File: config.mk
export PLATFORM = sky130hd
export DESIGN_NAME = positional_list_engine
export DESIGN_NICKNAME = d
export VERILOG_FILES = /design/src/rtl/plist_pkg.sv /design/src/rtl/plist_ram.sv /design/src/rtl/positional_list_engine.sv
export SDC_FILE = /design/constraint.sdc
export NUM_CORES = 1
export LEC_CHECK = 0
export BUFFER_PORTS_ARGS = -buffer_cell sky130_fd_sc_hd__buf_2
export CORE_ASPECT_RATIO = 0.8
export CORE_MARGIN = 5
export CORE_UTILIZATION = 56
export CTS_CLUSTER_DIAMETER = 100
export DETAILED_ROUTE_END_ITERATION = 16
export GPL_TIMING_DRIVEN = 0
export MAX_ROUTING_LAYER = met4
export PLACE_DENSITY = 0.86
export SLEW_MARGIN = 20
export SYNTH_ARGS = -nofsm -noshare
export SYNTH_HDL_FRONTEND = slang
export SYNTH_HIERARCHICAL = 1
export SYNTH_SLANG_ARGS = --single-unit
File: constraint.sdc
create_clock -name clk -period 4.6 [get_ports clk]
set_clock_uncertainty 0.2 [all_clocks]
set_input_delay 0.23 -clock clk [delete_from_list [all_inputs] [get_ports clk]]
set_output_delay 0.23 -clock clk [all_outputs]
set_load 0.01 [all_outputs]
File: src/rtl/plist_pkg.sv
// Shared types and codes for the positional list engine.
// Has no dependencies. The engine and the checker use it.
`timescale 1ns / 1ps
`default_nettype none
package plist_pkg;

	localparam logic [1:0] KIND_INSERT = 2'd0;
	localparam logic [1:0] KIND_REMOVE = 2'd1;
	localparam logic [1:0] KIND_READ   = 2'd2;
	localparam logic [1:0] KIND_CLEAR  = 2'd3;

	typedef struct packed {
		logic [1:0]         kind;
		logic [5:0]         position;
		logic signed [31:0] value;
	} req_word_t;

	typedef struct packed {
		logic               ok;
		logic signed [31:0] read_value;
		logic [5:0]         length;
	} rsp_word_t;

endpackage
`default_nettype wire

File: src/rtl/plist_ram.sv
// Generic simple dual-port RAM: one write port, one read port, registered read data.
// Depends on nothing.
`timescale 1ns / 1ps
`default_nettype none
module plist_ram #(
	parameter int WIDTH = 32,
	parameter int DEPTH = 32
) (
	input  wire logic                     clk,
	input  wire logic                     we,
	input  wire logic [$clog2(DEPTH)-1:0] waddr,
	input  wire logic [WIDTH-1:0]         wdata,
	input  wire logic [$clog2(DEPTH)-1:0] raddr,
	output logic      [WIDTH-1:0]         rdata
);

	logic [WIDTH-1:0] mem [DEPTH];

	always_ff @(posedge clk) begin
		if (we) begin
			mem[waddr] <= wdata;
		end
		rdata <= mem[raddr];
	end

endmodule
`default_nettype wire

File: src/rtl/positional_list_engine.sv
// Positional list engine: a bounded ordered list of signed 32-bit values.
// Depends on plist_pkg and plist_ram.
//
// Usage: a request word (kind, position, value) enters on req_valid/req_ready,
// and exactly one response word (ok, read_value, length) leaves on
// rsp_valid/rsp_ready for each request. One request is in work at a time;
// req_ready is high only while the engine is idle and no response is waiting.
//
// Clear and any failing request go straight to the response. A read passes
// through S_READ, which registers the RAM read data. Insert and remove pass
// through S_SHIFT, where the entries behind the position move one place
// through the single read and write port of the entry RAM, one entry per
// cycle, and S_SHIFT ends once the last pending write has settled.
//
// Reset empties the list at once (the length counter clears); RAM contents are
// not cleared, and only entries below the length are ever read. If the receiver
// stalls, the response word stays on rsp and no new request is taken.
`timescale 1ns / 1ps
`default_nettype none
module positional_list_engine #(
	parameter int CAPACITY = 32
) (
	input  wire logic                  clk,
	input  wire logic                  arst_n,
	input  wire logic                  req_valid,
	output logic                       req_ready,
	input  wire plist_pkg::req_word_t  req,
	output logic                       rsp_valid,
	input  wire logic                  rsp_ready,
	output plist_pkg::rsp_word_t       rsp
);

	localparam int AW = $clog2(CAPACITY);
	localparam int CW = $clog2(CAPACITY + 1);
	localparam int MW = (CW > 6) ? CW : 6;
	localparam logic [MW-1:0] CAP_X = MW'(CAPACITY);
	localparam logic [MW-1:0] ONE_X = MW'(1);

	typedef enum logic [3:0] {
		S_IDLE  = 4'b0001,
		S_SHIFT = 4'b0010,
		S_READ  = 4'b0100,
		S_OUT   = 4'b1000
	} state_t;

	state_t               state_q;
	logic [CW-1:0]        count_q;
	logic [CW-1:0]        idx_q;
	logic [MW-1:0]        pos_q;
	logic                 up_q;
	logic signed [31:0]   val_q;
	logic                 wv_s1;
	logic [AW-1:0]        wa_s1;
	plist_pkg::rsp_word_t rsp_q;

	logic [MW-1:0] cnt_x, pos_x, idx_x;
	logic          more, finish, accept;
	logic          ram_we;
	logic [AW-1:0] ram_waddr, ram_raddr;
	logic [31:0]   ram_wdata, ram_rdata;
	logic [CW-1:0] idx_next;

	assign cnt_x  = MW'(count_q);
	assign pos_x  = MW'(req.position);
	assign idx_x  = MW'(idx_q);
	assign accept = req_valid && req_ready;

	assign req_ready = (state_q == S_IDLE);
	assign rsp_valid = (state_q == S_OUT);
	assign rsp       = rsp_q;

	always_comb begin
		if (up_q) begin
			more     = idx_x > pos_q;
			idx_next = idx_q - CW'(1);
		end else begin
			more     = (idx_x + ONE_X) < cnt_x;
			idx_next = idx_q + CW'(1);
		end
		finish = !more && !wv_s1;
	end

	// The read address runs ahead of the pending write address, so they never collide.
	always_comb begin
		if (state_q == S_IDLE) begin
			ram_raddr = pos_x[AW-1:0];
		end else begin
			ram_raddr = idx_next[AW-1:0];
		end
		ram_we    = 1'b0;
		ram_waddr = wa_s1;
		ram_wdata = ram_rdata;
		if (state_q == S_SHIFT) begin
			if (wv_s1) begin
				ram_we = 1'b1;
			end else if (up_q && !more) begin
				ram_we    = 1'b1;
				ram_waddr = pos_q[AW-1:0];
				ram_wdata = val_q;
			end
		end
	end

	plist_ram #(
		.WIDTH(32),
		.DEPTH(CAPACITY)
	) u_ram (
		.clk  (clk),
		.we   (ram_we),
		.waddr(ram_waddr),
		.wdata(ram_wdata),
		.raddr(ram_raddr),
		.rdata(ram_rdata)
	);

	always_ff @(posedge clk or negedge arst_n) begin
		if (!arst_n) begin
			state_q <= S_IDLE;
			count_q <= '0;
			wv_s1   <= 1'b0;
		end else begin
			case (state_q)
				S_IDLE: begin
					wv_s1 <= 1'b0;
					if (accept) begin
						rsp_q.ok         <= 1'b0;
						rsp_q.read_value <= '0;
						rsp_q.length     <= cnt_x[5:0];
						state_q          <= S_OUT;
						case (req.kind)
							plist_pkg::KIND_INSERT: begin
								if (pos_x <= cnt_x && cnt_x < CAP_X) begin
									idx_q   <= count_q;
									up_q    <= 1'b1;
									state_q <= S_SHIFT;
								end
							end
							plist_pkg::KIND_REMOVE: begin
								if (pos_x < cnt_x) begin
									idx_q   <= pos_x[CW-1:0];
									up_q    <= 1'b0;
									state_q <= S_SHIFT;
								end
							end
							plist_pkg::KIND_READ: begin
								if (pos_x < cnt_x) begin
									state_q <= S_READ;
								end
							end
							default: begin
								count_q      <= '0;
								rsp_q.ok     <= 1'b1;
								rsp_q.length <= '0;
							end
						endcase
						pos_q <= pos_x;
						val_q <= req.value;
					end
				end
				S_SHIFT: begin
					wv_s1 <= more;
					wa_s1 <= idx_q[AW-1:0];
					if (more) begin
						idx_q <= idx_next;
					end
					if (finish) begin
						rsp_q.ok <= 1'b1;
						if (up_q) begin
							count_q      <= count_q + CW'(1);
							rsp_q.length <= 6'(cnt_x + ONE_X);
						end else begin
							count_q      <= count_q - CW'(1);
							rsp_q.length <= 6'(cnt_x - ONE_X);
						end
						state_q <= S_OUT;
					end
				end
				S_READ: begin
					rsp_q.ok         <= 1'b1;
					rsp_q.read_value <= ram_rdata;
					state_q          <= S_OUT;
				end
				S_OUT: begin
					if (rsp_ready) begin
						state_q <= S_IDLE;
					end
				end
				default: begin
					state_q <= S_IDLE;
				end
			endcase
		end
	end

endmodule
`default_nettype wire

=== Word level (Yosys, flattened, before mapping) ===
Memories as Yosys holds them, arrays and structs flattened. A register that Yosys moved wholly into a read port is not among the register bits.
Index checks and enable logic that the tools add are counted.
Widths: inputs -> output; s select.

* Bits in registers: 100
* Word-level logic and storage cells: 100
* Memory bits (writable): 1024
* Memories: 1
* Bits of input ports: 44

{| class="wikitable"
|+ Memories
! memory !! depth !! bits a word !! read ports !! clocked after memory_dff !! wr ports !! line !! source
|-
| u_ram.mem || 32 || 32 || 1 || 1 || 1 || plist_ram.sv:17 || <nowiki>logic [WIDTH-1:0] mem [DEPTH];</nowiki>
|}

* Eq/ne operators: 15
* Add/sub/neg operators: 4
* Magnitude comparators: 5
* Reduce and logical (&&, ||, !) cells: 21
* Multiplexer cells: 43

{| class="wikitable"
|+ Operator list
! operator !! count
|-
| $mux 32 || 3
|-
| $pmux 32 s2 || 1
|-
| $mux 6 || 9
|-
| $pmux 6 s2 || 4
|-
| $mux 39 || 1
|-
| $mux 4 || 6
|-
| $mux 5 || 4
|-
| $pmux 4 s4 || 1
|-
| $add 6x1->6 const B || 2
|-
| $lt 6x6->1 || 2
|-
| $pmux 4 s3 || 1
|-
| $reduce_and 3->1 || 4
|-
| $sub 6x1->6 const B || 2
|-
| $mux 1 || 10
|-
| $ne 2x2->1 const B || 4
|-
| $reduce_and 4->1 || 2
|-
| $reduce_and 7->1 || 1
|-
| $gt 6x6->1 || 1
|-
| $le 6x6->1 || 1
|-
| $lt 6x6->1 const B || 1
|-
| $ne 3x3->1 const B || 2
|-
| $reduce_and 6->1 || 1
|-
| $reduce_bool 2->1 || 3
|-
| $eq 4x1->1 const B || 1
|-
| other kinds (15) || 21
|}

=== Longest topological paths before layout ===
* Word-level depth: 10
* Mapped depth: 12
* Depth with buffers taken out: 10

=== Modules after synthesis ===
The synthesis kept the hierarchy.

{| class="wikitable"
|+ By module, submodules not included
! module !! times used !! area each (µm²) !! seq. area each (µm²) !! cells an instance
|-
| plist_ram || 1 || 40492.6 || 31390.1 || 2260
|-
| positional_list_engine || 1 || 5094.9 || 2949.1 || 366
|}

=== Least setup slack after synthesis ===
OpenSTA, ideal clock, no wires.

* Path type: register to register
* Start: register idx_q[3]
* End: memory u_ram.mem[12][0], enable pin
* Setup time: 0.421 ns
* Data arrival time: 4.395 ns
* Clock period less this slack: 5.016 ns
* Data required time: 3.979 ns
* Stages on the path, launching flop included: 11
* Buffers on the path: 2
* Slack: -0.416 ns
* Cells stage by stage: edfxtp_1 > ha_1 > a41o_1 > a21oi_1 > a221oi_2 > nor4_4 > buf_6 > mux2_4 > or3b_2 > clkbuf_1 > nor2_1

* Elaborated cells on any way between the ends: 14

{| class="wikitable"
|+ RTL lines
! what !! line !! source
|-
| start: declaration || positional_list_engine.sv:48 || <nowiki>logic [CW-1:0] idx_q;</nowiki>
|-
| start signal: assignment || positional_list_engine.sv:133 || <nowiki>idx_q <= count_q;</nowiki>
|-
| start signal: assignment || positional_list_engine.sv:140 || <nowiki>idx_q <= pos_x[CW-1:0];</nowiki>
|-
| start signal: assignment || positional_list_engine.sv:164 || <nowiki>idx_q <= idx_next;</nowiki>
|-
| $add 6x1->6 || positional_list_engine.sv:77 || <nowiki>more = (idx_x + ONE_X) < cnt_x;</nowiki>
|-
| $lt 6x6->1 || positional_list_engine.sv:77 ||
|-
| $mux 1 * || positional_list_engine.sv:73 || <nowiki>if (up_q) begin</nowiki>
|-
| $logic_not 1->1 * || positional_list_engine.sv:96 || <nowiki>end else if (up_q && !more) begin</nowiki>
|-
| $logic_and 1x1->1 * || positional_list_engine.sv:96 ||
|-
| $mux 5 * || positional_list_engine.sv:96 ||
|-
| $mux 5 * || positional_list_engine.sv:94 || <nowiki>if (wv_s1) begin</nowiki>
|-
| $mux 5 * || positional_list_engine.sv:93 || <nowiki>if (state_q == S_SHIFT) begin</nowiki>
|-
| via ram_waddr[1] || positional_list_engine.sv:59 || <nowiki>logic [AW-1:0] ram_waddr, ram_raddr;</nowiki>
|-
| end: declaration || plist_ram.sv:17 ||
|}

The timed path passes the listed nets; every way through them passes the cells marked *.

=== Worst setup path after layout ===
* Start: register state_q[0]
* End: register u_ram.rdata[30] (read register of u_ram.mem)

* Word-level cells in the longest chain between the ends: 2

{| class="wikitable"
|+ RTL lines
! what !! line !! source
|-
| start: declaration || positional_list_engine.sv:46 || <nowiki>state_t state_q;</nowiki>
|-
| start signal: assignment || positional_list_engine.sv:118 || <nowiki>state_q <= S_IDLE;</nowiki>
|-
| start signal: assignment || positional_list_engine.sv:129 || <nowiki>state_q <= S_OUT;</nowiki>
|-
| start signal: assignment || positional_list_engine.sv:135 || <nowiki>state_q <= S_SHIFT;</nowiki>
|-
| $eq 4x1->1 || positional_list_engine.sv:85 || <nowiki>if (state_q == S_IDLE) begin</nowiki>
|-
| $mux 5 || positional_list_engine.sv:85 ||
|-
| via ram_raddr[2] || positional_list_engine.sv:59 ||
|-
| end: declaration || plist_ram.sv:14 || <nowiki>output logic [WIDTH-1:0] rdata</nowiki>
|}

The timed path passes the listed nets, and every way through them passes these cells.
A chain may end at the register's enable or synchronous reset.

==> metrics.txt <==
Reg power frac between 40 and 50%; post-synthesis sequential area ratio between 70% and 80%; #FFs+latches synth 1156; dominant cell type by area after synthesis sky130_fd_sc_hd__edfxtp_1; worst stage delay on the critical path between 0.6 and 0.7 ns; Max clock buf depth 3; HPWL reported at the end of detailed placement 72000 um; shortest period the worst path allows 4.69 ns; post-DR wirelength/cell 29.8 um; register-to-register setup slack -0.09 ns; clock buffer count from CTS 107; post-route setup TNS -0.330 ns; final net count 3023; clock edge transition at the registers on the reported setup and hold paths 0.07 ns; Port Buf Inserts 84; count of final hold-check violations 0; portion of the clock cycle consumed by the worst path in the final layout 102%; top cells by area in the synthesized netlist sky130_fd_sc_hd__edfxtp_1 73%, sky130_fd_sc_hd__mux2i_1 11%, sky130_fd_sc_hd__a22oi_1 1.6%; number of instances on the worst hold path 2; startpoint types flop; Core Rows 93; H-Tree Depth 3; largest net degree at the start of global routing 33; largest voltage drop on the vdd net 0.000438 V; switching fraction of total power 34.7%; startpoint of the most critical register-to-register path state_q[0]$_DFFE_PN1P_; Die Outline Area roughly 87000 um2; share of the synthesized area in the top cell type 73.3%; Syn-to-layout area delta 16.4%; number of inserted filler cells in the final layout 4678; relative slew slack roughly 17%; total wire length 123000 um; Die X about 330 um; class of the most critical setup path reg2reg; switching power 11400 uW; Data required, critical path 4.90 ns; maximum capacitance violations 0; leftover overflow at the end of global routing 0; clock latency at the later pin of the worst-skew pair ~0.7 ns; TritonCTS clock tree done; power per cell area 619 nW/um2; warning count from the yosys run 6; Internal 21400 uW; via count 27600; Distinct cells, synth 55; FMAX 213 MHz; Setup Viol. Count Final 22; fin worst setup slack -0.0898 ns; clock tree root driver cell sky130_fd_sc_hd__clkbuf_16; clock network power share a little over a quarter; most common library cells after synthesis 1113 x sky130_fd_sc_hd__edfxtp_1, 515 x sky130_fd_sc_hd__mux2i_1, 113 x sky130_fd_sc_hd__nand2_1, 111 x sky130_fd_sc_hd__a21oi_1, 103 x sky130_fd_sc_hd__nand3_1; slew at the pin with the worst max-slew slack 1.23 ns; total instance count after detailed placement 3837; antenna violation net count after detailed routing 0; number of cell instances on the worst register-to-register path 10; number of max-slew violations in the final report 0; Crit-path slowest cell sky130_fd_sc_hd__clkbuf_1; global-route wire length before repair 174000 um; Setup crit end kind flop; capture instance of the worst register-to-register path u_ram/rdata[30]$_DFF_P_; Worst Path Arrival ~5.0 ns; vias in the first global route 26900; non-filler cells in the finished layout 4136; number of I/O pins 85; final estimated routing congestion in global placement between 0.9 and 1; initial antenna violation count 4; overall fraction of global-route tracks in use 27.7%; initial detailed-routing violation count about 4300; synthesized netlist net count about 2700; Worst path most repeated cell sky130_fd_sc_hd__clkbuf_1; outcome complete, but fails checks; worst-path maximum fanout 10; core area about 80000 um2; asr flop ratio synth 0.952%; synthesized area divided by synthesized cell count ~17 um2; DRC errors left 0; list of cells traversed by the critical path nor4b_4, clkbuf_1, nand2_1, o21ai_0, nor2b_1, buf_4, clkbuf_1, a22oi_1, a31oi_1, nand3_1; clock sinks 1156; Primary FF master, synth sky130_fd_sc_hd__edfxtp_1; Die Ht 265 um; leakage power of the design ~0.019 uW; terminating pin of the worst hold path val_q[18]$_DFFE_PP_; number of vias per cell after detailed routing 6.68; startpoint of the worst hold path req[18]; iteration count of the initial detailed-routing pass 9; post-synth design cell area 45600 um2; Cells after Synth 2626; combinational share of power 32.5%; number of flops mapped to enable cells by yosys ~1100; type of the most critical hold path in2reg; ratio of cells with drive above 1 in the final layout 16.6%; most frequent cell after synthesis sky130_fd_sc_hd__edfxtp_1; violated checks negative setup slack; starting density of the core between 50% and 60%
## logic make-up (layout without fill, tap and decap cells)
logic type	after synthesis	after routing	share of synthesized area, %
adders and majority gates	24	24	0.675
buffers and inverters	157	568	1.98
AOI/OAI and AO/OA	346	346	5.16
xor gates and xnor gates	11	11	0.211
and+or+nand+nor	371	375	3.96
DFF	1156	1156	75.3
other	0	3	0
muxes	561	561	12.7
## registers in the layout, summed over array words and instances (netlist names)
signal	flops
u_ram/rdata	32
wv_s1	1
state_q	4
cnt_x	6
rsp	39
idx_q	6
up_q	1
val_q	32
pos_q	6
wa_s1	5
u_ram/mem	1024
## how the worst max path moves through the flow
| stage | from | end | slack, ns | cells after the start |
|---|---|---|---|---|
| 6_report | state_q[0]$_DFFE_PN1P_ | u_ram/rdata[30]$_DFF_P_ | -0.09 | 10 |
| 5_1_grt | idx_q[0]$_DFFE_PP_ | u_ram/rdata[4]$_DFF_P_ | -0.05 | 12 |
| 4_1_cts | idx_q[4]$_DFFE_PP_ | u_ram/mem[7][28]$_DFFE_PP_ | 0.03 | 10 |
| 3_5_place_dp | idx_q[3]$_DFFE_PP_ | u_ram/mem[6][11]$_DFFE_PP_ | -0.93 | 10 |
| 3_3_place_gp | idx_q[3]$_DFFE_PP_ | u_ram/mem[8][11]$_DFFE_PP_ | -2.17 | 10 |
| 2_1_floorplan | idx_q[3]$_DFFE_PP_ | u_ram/mem[12][0]$_DFFE_PP_ | -0.42 | 10 |
## cell type report
cell class              instances  area [um2]  area share, %
plain buffers                 138         833           1.57
inverters                      18        67.6          0.127
repair buffers                217        2370           4.47
clock inverters                51         531           1.00
clock buffers                 144        2870           5.40
diodes                          3        7.51         0.0141
multi-input cells            1317       10700           20.1
flip-flops and latches       1156       34300           64.7
well taps                    1092        1370           2.58
## critical path: cells and delay by family, from the launching register on
kind | cells | cell delay [ns]
flip-flops | 1 | 0.58
AO/OA/AOI/OAI | 3 | 1.08
buffers and inverters | 3 | 1.44
AND/OR/NAND/NOR | 4 | 1.19
## timing repair
item,CTS,global route
pin swaps,6,15
endpoints found under the hold margin,76,0
endpoints found under the setup margin,1056,365
gates resized for setup,4,9
buffers inserted,13,38
gates cloned,4,0
hold buffers,47,0
## per-stage QoR
stage	power (uW)	hold slack (ns)	setup slack, ns	instance area [um2]	util, %
3_3_place_gp	23000	-0.0597	-2.17	47400	58.8
5_1_grt	33600	0.0307	-0.0483	53100	65.8
2_1_floorplan	20000	-0.266	-0.416	45600	-
4_1_cts	32300	0.0153	0.0266	52600	65.2
3_5_place_dp	23600	-0.0399	-0.926	48500	60.1
6_report	32800	0.0412	-0.0898	53100	65.8
## power by group through the flow
| stage | logic, uW | registers (uW) | clock network [uW] |
|---|---|---|---|
| after CTS | 10100 | 13500 | 8650 |
| after floorplan | 6330 | 13600 | 0 |
| after global placement | 9330 | 13700 | 0 |
| after global routing | 11000 | 13500 | 9130 |
| final | 10700 | 13500 | 8640 |
| after detailed placement | 9870 | 13700 | 0 |
## metal layers
layer	global-route usage, %	vias to the layer above	wire [um]
met5	-	-	0
met4	10.1	0	5420
met3	6.36	483	16400
met2	44.0	2473	59600
met1	35.7	13700	41800
li1	-	11000	-
## cells in the final DEF (no fill, tap or decap), types with 17 or more instances in the layout
cell	instances
sky130_fd_sc_hd__edfxtp_1	1113
sky130_fd_sc_hd__mux2i_1	515
sky130_fd_sc_hd__buf_2	115
sky130_fd_sc_hd__nand2_1	112
sky130_fd_sc_hd__a21oi_1	111
sky130_fd_sc_hd__clkbuf_16	108
sky130_fd_sc_hd__nand3_1	102
sky130_fd_sc_hd__a22oi_1	96
sky130_fd_sc_hd__clkbuf_1	77
sky130_fd_sc_hd__buf_4	66
sky130_fd_sc_hd__a22o_1	65
sky130_fd_sc_hd__dlygate4sd3_1	47
sky130_fd_sc_hd__and2_1	37
sky130_fd_sc_hd__nor2_4	34
sky130_fd_sc_hd__nor3_1	33
sky130_fd_sc_hd__buf_12	33
sky130_fd_sc_hd__dfxtp_1	32
sky130_fd_sc_hd__mux2_4	30
sky130_fd_sc_hd__a31oi_1	30
sky130_fd_sc_hd__ha_1	23
sky130_fd_sc_hd__buf_16	21
sky130_fd_sc_hd__buf_6	19
sky130_fd_sc_hd__inv_1	18
sky130_fd_sc_hd__o21ai_0	17
sky130_fd_sc_hd__clkinv_2	17
Power figures use the tool's default switching activity.
